==> src/hw/rtl/automaton_pattern_match_trace_core_macros.svh <==
// Assertion macros shared by the pattern-match trace RTL.
`ifndef AUTOMATON_PATTERN_MATCH_TRACE_CORE_MACROS_SVH
`define AUTOMATON_PATTERN_MATCH_TRACE_CORE_MACROS_SVH

// Same-cycle implication, sampled on clk, off during rst.
`define APMT_ASSERT_NOW(label, ante, cons, msg) \
  label: assert property (@(posedge clk) disable iff (rst) (ante) |-> (cons)) else $error(msg);

// Next-cycle implication, sampled on clk, off during rst.
`define APMT_ASSERT_NEXT(label, ante, cons, msg) \
  label: assert property (@(posedge clk) disable iff (rst) (ante) |=> (cons)) else $error(msg);

`endif

==> src/hw/rtl/apmt_pkg.sv <==
// Shared types and constants for the pattern-match trace core.
package apmt_pkg;

  localparam int MAX_PATTERN_DEF = 256;
  localparam int LEN_W   = 9;
  localparam int BYTE_W  = 8;
  localparam int TRACE_W = 32;
  localparam int OP_W    = 2;

  localparam logic [OP_W-1:0] OP_LOAD    = 2'd0;
  localparam logic [OP_W-1:0] OP_TEXT    = 2'd1;
  localparam logic [OP_W-1:0] OP_RESTART = 2'd2;

  localparam logic [LEN_W-1:0] LEN_RESET = 9'd1;

  // Per-cycle commands broadcast to every cell of the chain.
  typedef struct packed {
    logic clear;         // empty the prefix-match bit
    logic step;          // advance the prefix-match bit by one symbol
    logic load_replay;   // copy the pattern byte into the replay stage
    logic shift_replay;  // move the replay byte one cell toward cell 0
  } cell_ctl_t;

endpackage

==> src/hw/rtl/apmt_prio_enc.sv <==
// Priority encoder: one plus the index of the highest set prefix-match bit.
module apmt_prio_enc #(
  parameter int MAX_PATTERN = apmt_pkg::MAX_PATTERN_DEF
) (
  input  logic [MAX_PATTERN-1:0]             match_vec,
  output logic [$clog2(MAX_PATTERN+1)-1:0]   state
);

  localparam int SW = $clog2(MAX_PATTERN + 1);

  // Highest set bit wins
  always_comb begin
    state = '0;
    for (int j = 0; j < MAX_PATTERN; j++) begin
      if (match_vec[j]) begin
        state = SW'(j + 1);
      end
    end
  end

endmodule

==> config.mk <==
export PLATFORM = sky130hd
export DESIGN_NAME = apmt_prio_enc
export DESIGN_NICKNAME = d
export VERILOG_FILES = /design/src/hw/rtl/automaton_pattern_match_trace_core_macros.svh /design/src/hw/rtl/apmt_pkg.sv /design/src/hw/rtl/apmt_prio_enc.sv
export SDC_FILE = /design/constraint.sdc
export NUM_CORES = 1
export LEC_CHECK = 0
export BUFFER_PORTS_ARGS = -buffer_cell sky130_fd_sc_hd__buf_4
export CAP_MARGIN = 20
export CORE_AREA = 2 2 102 104
export DETAILED_ROUTE_END_ITERATION = 16
export DIE_AREA = 0 0 104 106
export PLACE_DENSITY = 0.72
export SLEW_MARGIN = 15
export SYNTH_ARGS = -nofsm -noshare
export SYNTH_HDL_FRONTEND = slang
export SYNTH_SLANG_ARGS = --single-unit
==> constraint.sdc <==
create_clock -name vclk -period 3.1
set_input_delay 0 -clock vclk [all_inputs]
set_output_delay 0 -clock vclk [all_outputs]
set_load 0.005 [all_outputs]
; After elaboration in Yosys (flattened, before gate mapping)
; Cells that the tools add are included.
[word_totals]
ff_bits = 0
output_inout_bits = 9
wordCells = 256
[classes]
muxes = 256
[ops]
columns = operator, count
row1 = 9-bit 2-to-1 mux, 255
row2 = 1-bit 2-to-1 mux, 1

; Longest topological paths before layout
[logic_depth]
word_depth = 256
depth_mapped = 7

; Least setup slack after synthesis
; OpenSTA, ideal clock, no wires.
[synth_path]
kind = input to output
start = input match_vec[87]
end = output state[4]
t_arrival_ps = 1516
required_time_ps = 3100
path_slack_ps = 1584
cell_stages = 7
cell_sequence = or4_4 -> nor4_4 -> o311ai_1 -> a21o_1 -> a21boi_1 -> o31ai_1 -> o2bb2ai_1
[synth_between]
elab_chain_len = 169
[synth_rtl]
columns = item, line
row1 = "start, declared", apmt_prio_enc.sv:5  ; input logic [MAX_PATTERN-1:0] match_vec,
row2 = 9-bit 2-to-1 mux (169 in series), apmt_prio_enc.sv:15  ; if (match_vec[j]) begin
row3 = "end, declared", apmt_prio_enc.sv:6  ; output logic [$clog2(MAX_PATTERN+1)-1:0] state
; No other way between the ends.

; Worst setup path in the final report
[layout_path]
start = input match_vec[87]
end = output state[1]
; The elaborated chain is that of the path after synthesis.

==> qor.yml <==
crit_path_end_kind: "output pin"
drc: 0
layoutNonFillerInstCount: 1015
power_density_mw_per_mm2: 104.6
hold_path_startpoint: "match_vec[255]"
crit_slowest_cell: "or4_4"
nets: 1137
crit_path_start: "match_vec[87]"
place_area_mm2: 0.005635
n_antenna_cell: 0
synth.cell_area_mm2: 0.003472
max_freq_mhz: 447.7
max-slew-margin-rel: 0.4292
cp.required_ps: 3100
drt-total-wl_mm: 17.64
cp.arrival_ps: 2230
grt_util_all_layers: 0.3009
cpPeakStageDelay_ps: 570
worstSetupStartpointType: "input pin"
syn_avg_cell_area_um2: 5.655
vias_per_cell: 5.934
dpl_worst_slack_ps: 964.1
drt-initial-drc-count: 262
ys_warn_count: 0
num_vias: 6023
critPathKind: "input pin to output pin"
grt_start_max_net_pins: 14
p_int_mw: 0.3069
grt_pass1_vias: 5979
grt_pass1_wl_mm: 28.06
ir_worst_vdd_uv: 59.75
status: "finished, final reports clean"
wl_per_cell_um: 17.38
dp_cells: 1015
ys_top_cells_by_area: "nor2_1 13%, nor4_1 11%, a21oi_1 7.9%, nor3_1 6.5%, inv_1 5.0%"
coreArea_mm2: 0.01000
grt_setup_unrepaired: "no"
dp_hpwl_mm: 15.62
ios: 265
setup_viol: 0
chipWidth_um: 104
finalPower_mw: 0.5893
final_common_cell: "buf_4"
final.period_utilization: 0.7206
cts_resized: 0
n_clock_buffer: 0
yosys.area.top_type_share: 0.1254
hold_class: "input pin to output pin"
io_buffers: 265
n_fill_cell: 1025
grt_overflow: 0
ys_seq_area_frac: 0
cp_cell_sequence: "buf_4 -> or4_4 -> a2111oi_0 -> o211ai_1 -> a211oi_1 -> a2111oi_0 -> nor2_1 -> buf_4"
grt_antenna_before_repair: 0
p_clk_frac: 0
synthCells: 614
switching_power_mw: 0.2823
seq_cell_count: 0
die_y_um: 106
fin_area_mm2: 0.005635
tns_ps: 0
syn_nets: 870
initial_utilization: 0.3472
sw_frac_of_total: 0.4791
drt_first_pass_iters: 5
layout-drive-gt1-share: 0.3254
layout_min_cycle_time_ps: 2234
netlist.top_cell.by_area: "nor2_1"
crit_path_max_fanout: 4
hold_viol_final: 0
drv_slew: 0
setup_ws_ps: 866.2
area_growth_pct: 62.31
ctsHoldBuffers: 0
regArea_um2: 0
worstMarginPinSlew_ps: 848.4
cts_setup_buffers: 0
rows: 37
final_cell_mix: "267 x buf_4, 116 x nor2_1, 62 x nor4_1, 55 x a21oi_1, 46 x inv_1"
combPwrFrac: 1.000
leakage_nw: 2.283
ant_nets: 0
die_area_mm2: 0.01102
drv_cap: 0
gp_congestion: 0.9117
synth_cell_types: 58
seqPwrFrac: 0
[stage by stage]
step | hold slack, ps | util
final | 306.8 | 0.5636
after floorplan | 80.82 | -
after CTS | 304.9 | 0.5636
after global placement | 306.2 | 0.5636
after detailed placement | 305.4 | 0.5636
after global routing | 313.8 | 0.5636
[critical path: cells and delay by family]
family	cells	cell delay, ps
compound gates	4	1290
simple gates	2	710
buf+inv	2	240
[Yosys cell counts (all sizes together), types with 10 or more instances]
cell,instances
nor2,116
or4,25
o211ai,12
nor2b,10
nand2,40
a211oi,12
o21ai,39
nand4,11
nand3,15
nor3,45
o31ai,12
a2111oi,10
nand2b,17
a21oi,56
nor4,64
inv,46
[kinds of logic after synthesis]
logic type             after synthesis  synth area share
AOI/OAI and AO/OA                  202            0.3932
buffers and inverters               48           0.05297
and+or+nand+nor                    364            0.5539
[path summary, 6_finish.rpt]
| kind | to | slack (ps) | cells after the start |
|---|---|---|---|
| min | state[8] | 310 | 2 |
| max | state[1] | 870 | 8 |
[metal layers]
layer,wire (µm),part of all wire,vias to the layer above,GRT usage
met4,298,0.017,0,0.05502
li1,-,-,2962,-
met1,6934,0.39,2788,0.3362
met3,1215,0.069,23,0.04905
met5,0,0,-,0
met2,9189,0.52,250,0.5982
[power groups by stage]
stage                     Clock [mW]  Combinational, mW  Sequential, mW
after floorplan                    0              0.164               0
after global placement             0              0.572               0
after detailed placement           0              0.579               0
after CTS                          0              0.582               0
after global routing               0              0.640               0
final                              0              0.589               0
[cell type report]
class | instances | area, µm² | share of cell area
multi-input cells | 566 | 3288 | 0.5835
repair buffers | 267 | 2004 | 0.3557
well taps | 136 | 170.2 | 0.03020
inverters | 46 | 172.7 | 0.03064
(Power assumes the default switching activity.)
