<file path="src/hw/rtl/automaton_pattern_match_trace_core_macros.svh">
// Assertion macros shared by the pattern-match trace RTL.
`ifndef AUTOMATON_PATTERN_MATCH_TRACE_CORE_MACROS_SVH
`define AUTOMATON_PATTERN_MATCH_TRACE_CORE_MACROS_SVH

// Same-cycle implication, sampled on clk, off during rst.
`define APMT_ASSERT_NOW(label, ante, cons, msg) \
  label: assert property (@(posedge clk) disable iff (rst) (ante) |-> (cons)) else $error(msg);

// Next-cycle implication, sampled on clk, off during rst.
`define APMT_ASSERT_NEXT(label, ante, cons, msg) \
  label: assert property (@(posedge clk) disable iff (rst) (ante) |=> (cons)) else $error(msg);

`endif

</file>
<file path="src/hw/rtl/apmt_pkg.sv">
// Shared types and constants for the pattern-match trace core.
package apmt_pkg;

  localparam int MAX_PATTERN_DEF = 256;
  localparam int LEN_W   = 9;
  localparam int BYTE_W  = 8;
  localparam int TRACE_W = 32;
  localparam int OP_W    = 2;

  localparam logic [OP_W-1:0] OP_LOAD    = 2'd0;
  localparam logic [OP_W-1:0] OP_TEXT    = 2'd1;
  localparam logic [OP_W-1:0] OP_RESTART = 2'd2;

  localparam logic [LEN_W-1:0] LEN_RESET = 9'd1;

  // Per-cycle commands broadcast to every cell of the chain.
  typedef struct packed {
    logic clear;         // empty the prefix-match bit
    logic step;          // advance the prefix-match bit by one symbol
    logic load_replay;   // copy the pattern byte into the replay stage
    logic shift_replay;  // move the replay byte one cell toward cell 0
  } cell_ctl_t;

endpackage

</file>
<file path="src/hw/rtl/apmt_cell.sv">
// One automaton cell: a pattern byte, its prefix-match bit and a replay stage.
module apmt_cell (
  input  logic                           clk,
  input  logic                           rst,
  input  apmt_pkg::cell_ctl_t            ctl,
  input  logic                           load_en,
  input  logic [apmt_pkg::BYTE_W-1:0]    load_byte,
  input  logic [apmt_pkg::BYTE_W-1:0]    symbol,
  input  logic                           prev_match,
  input  logic                           active,
  input  logic [apmt_pkg::BYTE_W-1:0]    replay_in,
  output logic                           match,
  output logic [apmt_pkg::BYTE_W-1:0]    replay_out
);

  logic [apmt_pkg::BYTE_W-1:0] pat_byte;
  logic [apmt_pkg::BYTE_W-1:0] replay_byte;

  // Hold the pattern byte written by a load transaction
  always_ff @(posedge clk) begin
    if (load_en) begin
      pat_byte <= load_byte;
    end
  end

  // Load or shift the replay line
  always_ff @(posedge clk) begin
    if (ctl.load_replay) begin
      replay_byte <= pat_byte;
    end else if (ctl.shift_replay) begin
      replay_byte <= replay_in;
    end
  end

  // Prefix of length j+1 ends here if prefix j ended one symbol earlier
  always_ff @(posedge clk) begin
    if (rst) begin
      match <= 1'b0;
    end else if (ctl.clear) begin
      match <= 1'b0;
    end else if (ctl.step) begin
      match <= prev_match && active && (pat_byte == symbol);
    end
  end

  assign replay_out = replay_byte;

endmodule

</file>
<file path="config.mk">
export PLATFORM = sky130hd
export DESIGN_NAME = apmt_cell
export DESIGN_NICKNAME = d
export VERILOG_FILES = /design/src/hw/rtl/automaton_pattern_match_trace_core_macros.svh /design/src/hw/rtl/apmt_pkg.sv /design/src/hw/rtl/apmt_cell.sv
export SDC_FILE = /design/constraint.sdc
export NUM_CORES = 1
export LEC_CHECK = 0
export BUFFER_PORTS_ARGS = -buffer_cell sky130_fd_sc_hd__buf_2
export CAP_MARGIN = 0
export CORE_MARGIN = 1
export CORE_UTILIZATION = 41
export DETAILED_ROUTE_END_ITERATION = 6
export PLACE_DENSITY = 0.87
export REMOVE_ABC_BUFFERS = 1
export SYNTH_ARGS = -nofsm -noshare
export SYNTH_HDL_FRONTEND = slang
export SYNTH_SLANG_ARGS = --single-unit
</file>
<file path="constraint.sdc">
create_clock -name clk -period 1.1 [get_ports clk]
set_input_delay 0.055 -clock clk [delete_from_list [all_inputs] [get_ports clk]]
set_output_delay 0.055 -clock clk [all_outputs]
set_load 0.02 [all_outputs]
</file>
Yosys cells after proc, flatten, opt, wreduce, memory -nomap -nowiden
Cells that the tools add are included.

cells by class
  mux-type cells = 2
  reduce and logical (&&, ||, !) cells = 4
  equal/unequal tests = 1

operators by type and width
  operator            number
  8-bit two-way mux   2
  8-bit == test       1
  1-bit logical AND   2
  2-bit nonzero test  1
  2-bit OR reduction  1

storage, ports and cells
  output and inout bits = 9
  input bits = 33
  flip-flop bits (word level) = 17
  logic and storage cells = 10

Depth between registers and ports, before layout
Gate-level depths: netlist (run 1).

  depth in word-level cells = 2
  depth in mapped cells = 4
  gate-level depth less buffers = 4

Worst setup path before layout (run 1)
Ideal clock, no wire load.

  kind = flip-flop to flip-flop
  from = register pat_byte[4] (netlist name)
  to = register match
  slack = 0.150 ns
  arrival time = 0.893 ns
  library setup time = 0.058 ns
  stages on the path, launching flop included = 5
  required time = 1.042 ns
  path buffers = 0
  path through = edfxtp_1 -> xnor2_1 -> nand4_1 -> nor3_1 -> a31o_2

on the way
  longest elaborated chain between the ends = 2

RTL lines
  what                    line             source
  from (decl)             apmt_cell.sv:16  logic [apmt_pkg::BYTE_W-1:0] pat_byte;
  from (signal assigned)  apmt_cell.sv:22  pat_byte <= load_byte;
  8-bit == test           apmt_cell.sv:42  match <= prev_match && active && (pat_byte == symbol);
  1-bit logical AND       apmt_cell.sv:42
  to (signal assigned)    apmt_cell.sv:42
  to (decl)               apmt_cell.sv:12  output logic match,

No other way between the ends.
A chain may end at the register's enable or synchronous reset.

Worst setup path after layout (run 1)
  from = register pat_byte[3] (netlist name)
  to = register replay_byte, in the netlist replay_out[3] (data pin)

on the way
  longest elaborated chain between the ends = 1

RTL lines
  what                  line             source
  8-bit two-way mux     apmt_cell.sv:28  if (ctl.load_replay) begin
  to (signal assigned)  apmt_cell.sv:29  replay_byte <= pat_byte;
  to (signal assigned)  apmt_cell.sv:31  replay_byte <= replay_in;
  to (decl)             apmt_cell.sv:17  logic [apmt_pkg::BYTE_W-1:0] replay_byte;

No other way between the ends.

==> results of run 1 <==
## critical path: stages, from the launching register on
cell	delay, ns
edfxtp_1	0.43
buf_4	0.15
mux2_2	0.26
## layer usage
metal,GRT usage [%],routed length (um)
met4,9.375,28
met1,17.22,532
met3,6.250,107
met2,28.36,725
met5,0,0
## worst min-delay path by stage
| stage | startpoint | endpoint | slack (ns) |
|---|---|---|---|
| after global placement | load_byte[1] | pat_byte[1]$_DFFE_PP_ | 0.23 |
| after detailed placement | load_byte[1] | pat_byte[1]$_DFFE_PP_ | 0.23 |
| after floorplan | load_byte[0] | pat_byte[0]$_DFFE_PP_ | 0.15 |
| final | replay_in[7] | replay_out[7]$_DFFE_PP_ | 0.07 |
| after global routing | replay_in[7] | replay_out[7]$_DFFE_PP_ | 0.05 |
| after CTS | replay_in[7] | replay_out[7]$_DFFE_PP_ | 0.06 |
## registers in the layout, indices dropped and copies added (netlist names)
name / flops
pat_byte: 8
replay_out: 8
match: 1
## Yosys cell counts
| master | n | area (um2) |
|---|---|---|
| a31o_2 | 1 | 8.760 |
| buf_2 | 1 | 5.000 |
| dfxtp_1 | 1 | 20.02 |
| edfxtp_1 | 16 | 480.5 |
| inv_1 | 1 | 3.750 |
| mux2_2 | 8 | 90.09 |
| nand4_1 | 3 | 18.77 |
| nor2_1 | 1 | 3.750 |
| nor3_1 | 1 | 5.000 |
| or2_2 | 1 | 6.260 |
| xnor2_1 | 8 | 70.07 |
## where the power goes
group          internal [mW]  switching (mW)  total [mW]
Clock                  0.135           0.186       0.321
Sequential             0.771          0.0218       0.793
Combinational          0.132           0.109       0.240
## stage by stage
| step | total power [mW] | util [%] |
|---|---|---|
| final | 1.354 | 67.50 |
| after global routing | 1.423 | 67.50 |
| after CTS | 1.364 | 66.69 |
| after detailed placement | 1.021 | 59.79 |
| after global placement | 1.013 | 59.79 |
| after floorplan | 0.9152 | - |
## logic make-up (layout without fill, tap and decap cells)
group | count (synthesis) | in the layout | share of synthesized area (%)
flops | 17 | 17 | 70.30
mux | 8 | 8 | 12.65
compound gates | 1 | 1 | 1.230
simple gates | 6 | 6 | 4.745
xor+xnor | 8 | 8 | 9.842
buf+inv | 2 | 55 | 1.229
## final cells by class
class	instances	area share, %
flip-flops and latches	17	47.56
well taps	16	1.902
clock buffers	3	2.140
clock inverters	1	0.4756
multi-input cells	23	19.74
inverters	1	0.3567
repair buffers	50	27.82
## what timing repair did
action / in CTS / in global routing
hold buffers: 8 / 0
endpoints found under the setup margin: 0 / 1
resized for setup: 0 / 1
setup buffers: 0 / 1
hold endpoints to repair: 8 / 0
==> results.json, run 1 <==
{
  "yosys_warnings": 0,
  "fp.dieArea_mm2": 0.001907,
  "clock.fmax_ghz": 0.9251,
  "whs_ns": 0.07409,
  "synth_area_um2": 711.9,
  "htreeDepth": 1,
  "gp_congestion": 0.7676,
  "layout_min_cycle_time_ns": 1.081,
  "endpoint": "replay_out[3]$_DFFE_PP_",
  "post-place-ws_ns": 0.06607,
  "ys_seq_elements": 17,
  "cp.arrival_ns": 1.13,
  "cts_tree": "yes",
  "p_leak_nw": 0.4494,
  "wl_um": 1394,
  "initial_core_util_pct": 45.67,
  "rrSetupSlack_ns": 0.02,
  "multiInputGateArea_um2": 207.7,
  "hp-class": "in2reg",
  "hold_depth": 2,
  "worst-slew-pin-transition_ns": 0.1815,
  "mostFrequentLayoutCell": "buf_2",
  "maxSlewHeadroom_pct": 87.90,
  "setup_ws_ns": 0.01901,
  "cts.sinks": 17,
  "rsz0062_at_grt": "true",
  "outcome": "finished with violations",
  "critPathMaxFanout": 2,
  "yosysSeqAreaShare_pct": 70.30,
  "avgViaCountPerCell": 4.685,
  "setup-violations-final": 0,
  "power_per_cell_area_mw_per_mm2": 1287,
  "post_drt_wl_per_cell_um": 12.56,
  "insertion_delay_ns": 0.29,
  "overflow": 0,
  "final_cell_mix": "buf_2, edfxtp_1, mux2_2, xnor2_1, dlygate4sd3_1",
  "dieHeight_um": 43.67,
  "syn_area_per_cell_um2": 16.95,
  "area_growth_pct": 47.80,
  "end_kind": "flip-flop",
  "r2r_cells": 2,
  "io_pins": 42,
  "grt_usage_pct": 16.55,
  "vdd_ir_drop_max_mv": 0.8977,
  "clkTransAtPathRegs_ns": 0.10,
  "maxSlewViolCount": 0,
  "fin_skew_ns": 0.01082,
  "regArea_um2": 500.5,
  "violations": "DRC",
  "fin_area_mm2": 0.001052,
  "core_area_mm2": 0.001559,
  "ant_nets": 0,
  "fin_setup_tns_ns": 0,
  "cts_inserted_buffers": 3,
  "io_buffers": 41,
  "dpl.hpwl_um": 1036,
  "die_w_um": 43.67,
  "required_ns": 1.15,
  "r2r-end": "replay_out[3]$_DFFE_PP_",
  "grt_pass1_vias": 529,
  "grt_max_degree": 11,
  "root_buffer": "clkbuf_4",
  "ctsLongestPathBuffers": 2,
  "period_share_pct": 98.27,
  "crit_start": "pat_byte[3]$_DFFE_PP_",
  "hold_viol": 0,
  "nFillCells": 120,
  "n_antenna_cell": 0,
  "firstDrtPassIters": 6,
  "dp_cells": 98,
  "drive_gt1_share_pct": 60.00,
  "grt_antenna_before_repair": 0,
  "synth_cell_type_count": 11,
  "stdcell_count": 111,
  "place_area_um2": 932.1,
  "netlist_instances": 42,
  "path_class": "reg2reg",
  "fin_nets": 129,
  "remaining_drc_errors": 3,
  "grt_first_pass_wirelength_um": 2145,
  "r2r-start": "pat_byte[3]$_DFFE_PP_",
  "crit_path_start_kind": "flip-flop",
  "num_vias": 520,
  "rows": 14,
  "maxCapViolCount": 0,
  "drt-initial-drc-count": 12
}
(Power assumes the default switching activity.)
==> inputs of run 2 (changes only) <==
==> constraint.sdc (replaced) <==
create_clock -name clk -period 1.1 [get_ports clk]
set_input_delay 0.22 -clock clk [delete_from_list [all_inputs] [get_ports clk]]
set_output_delay 0.22 -clock clk [all_outputs]
set_load 0.02 [all_outputs]
==> run 2 against run 1 <==
The flow still finishes with violations (DRC). Die area is the same. Largest power group unchanged. Sequential power is essentially flat. Clock skew shrank 0.0091 ns. Power shrank 1.8%. Design area shrank 7.7%. First-iteration DRC count shrank 42%.
==> results.json, run 2 (synthesis gave the netlist of run 1 again) <==
{
  "outcome": "finished with violations",
  "violations": "DRC",
  "hp-class": "in2reg",
  "die_w_um": 43.67,
  "fin_setup_tns_ns": 0,
  "busiest_layer": "met2",
  "crit_start": "pat_byte[4]$_DFFE_PP_",
  "end_kind": "flip-flop",
  "insertion_delay_ns": 0.28,
  "power_per_cell_area_mw_per_mm2": 1370,
  "n_antenna_cell": 0,
  "hold_viol": 0,
  "fin_skew_ns": 0.001739,
  "clkTransAtPathRegs_ns": 0.09,
  "mostFrequentLayoutCell": "buf_2",
  "setup-violations-final": 0,
  "num_vias": 502,
  "htreeDepth": 1,
  "required_ns": 1.14,
  "min_from": "load_byte[7]",
  "cts_inserted_buffers": 3,
  "crit_path_start_kind": "flip-flop",
  "path_class": "reg2reg",
  "drive_gt1_share_pct": 64.37,
  "maxSlewViolCount": 0,
  "nFillCells": 132,
  "period_share_pct": 97.35,
  "vdd_ir_drop_max_mv": 0.8246,
  "grt_usage_pct": 14.65,
  "area_growth_pct": 36.38,
  "ant_nets": 0,
  "met3_usage_pct": 2.917,
  "ctsLongestPathBuffers": 2,
  "clock.fmax_ghz": 0.9338,
  "fp.dieArea_mm2": 0.001907,
  "hold_buffers": 0,
  "rows": 14,
  "rsz0062_at_grt": "false",
  "cts_tree": "yes",
  "grt_first_pass_wirelength_um": 1952,
  "power.total_mw": 1.330,
  "wl_um": 1262,
  "maxSlewHeadroom_pct": 88.26,
  "drt-initial-drc-count": 7,
  "post_drt_wl_per_cell_um": 12.25,
  "firstDrtPassIters": 5,
  "layout_min_cycle_time_ns": 1.071,
  "whs_ns": 0.1089,
  "initial_core_util_pct": 45.67,
  "cp.arrival_ns": 1.11,
  "io_pins": 42,
  "fin_nets": 121,
  "dpl.hpwl_um": 1063,
  "critPathMaxFanout": 2,
  "p_leak_nw": 0.4133,
  "r2r-start": "pat_byte[4]$_DFFE_PP_",
  "cts.sinks": 17,
  "remaining_drc_errors": 3,
  "avgViaCountPerCell": 4.874,
  "final_cell_mix": "buf_2, edfxtp_1, mux2_2, xnor2_1",
  "overflow": 0,
  "grt_antenna_before_repair": 0,
  "io_buffers": 41,
  "dieHeight_um": 43.67,
  "met1_usage_pct": 14.33,
  "core_area_mm2": 0.001559,
  "root_buffer": "clkbuf_4",
  "grt_pass1_vias": 492,
  "grt_max_degree": 10,
  "worst-slew-pin-transition_ns": 0.1762,
  "gr-usage-met2_pct": 27.76,
  "maxCapViolCount": 0,
  "gp_congestion": 0.6987
}
-- run 2: changes by cell type in the layout (fill, tap and decap cells not counted) --
cell           previous run  this run
clkinv_2                  1         0
dlygate4sd3_1             8         0
clkbuf_1                  0         1
-- run 2: per-stage QoR --
step	cell area, um2	setup WS [ns]	utilization, %	instances
2_1_floorplan	706.9	0.1496	-	41
3_3_place_gp	932.1	0.05467	59.79	98
3_5_place_dp	932.1	0.03378	59.79	98
4_1_cts	958.4	0.01263	61.48	102
5_1_grt	970.9	0.006684	62.28	103
6_report	970.9	0.02910	62.28	103
-- run 2: what timing repair did --
item,4_1_cts,5_1_grt
setup endpoints to repair,0,1
setup buffers,0,1
gates resized for setup,0,1
-- run 2: critical path: stages, from the launching register on --
cell	delay (ns)
edfxtp_1	0.41
buf_4	0.16
mux2_2	0.26
-- run 2: report_power, final --
part           switching (mW)  internal [mW]  leakage, nW
Clock                   0.180          0.141       0.0150
Combinational           0.102          0.113        0.230
Sequential             0.0226          0.771        0.168
Total                   0.305           1.03        0.413
-- run 2: final timing paths --
check | slack, ns | cells past startpoint | end
setup / recovery | 0.03 | 2 | replay_out[4]$_DFFE_PP_
hold / removal | 0.11 | 1 | pat_byte[7]$_DFFE_PP_
setup reg to reg | 0.03 | 2 | replay_out[4]$_DFFE_PP_
hold reg to reg | 0.52 | 1 | match$_SDFFE_PP0P_
-- run 2: layer usage --
metal,vias to the layer above,wire (um)
met3,4,98
met1,222,406
met4,0,23
li1,248,-
met5,-,0
met2,28,733
-- run 2: area by class of cell --
cell class / count / area (um2) / share of cell area [%]
inverter: 1 / 3.754 / 0.3866
timing repair buffer: 42 / 212.7 / 21.91
tap: 16 / 20.02 / 2.062
sequential: 17 / 500.5 / 51.55
multi-input combinational: 23 / 207.7 / 21.39
clock buffer: 4 / 26.28 / 2.706
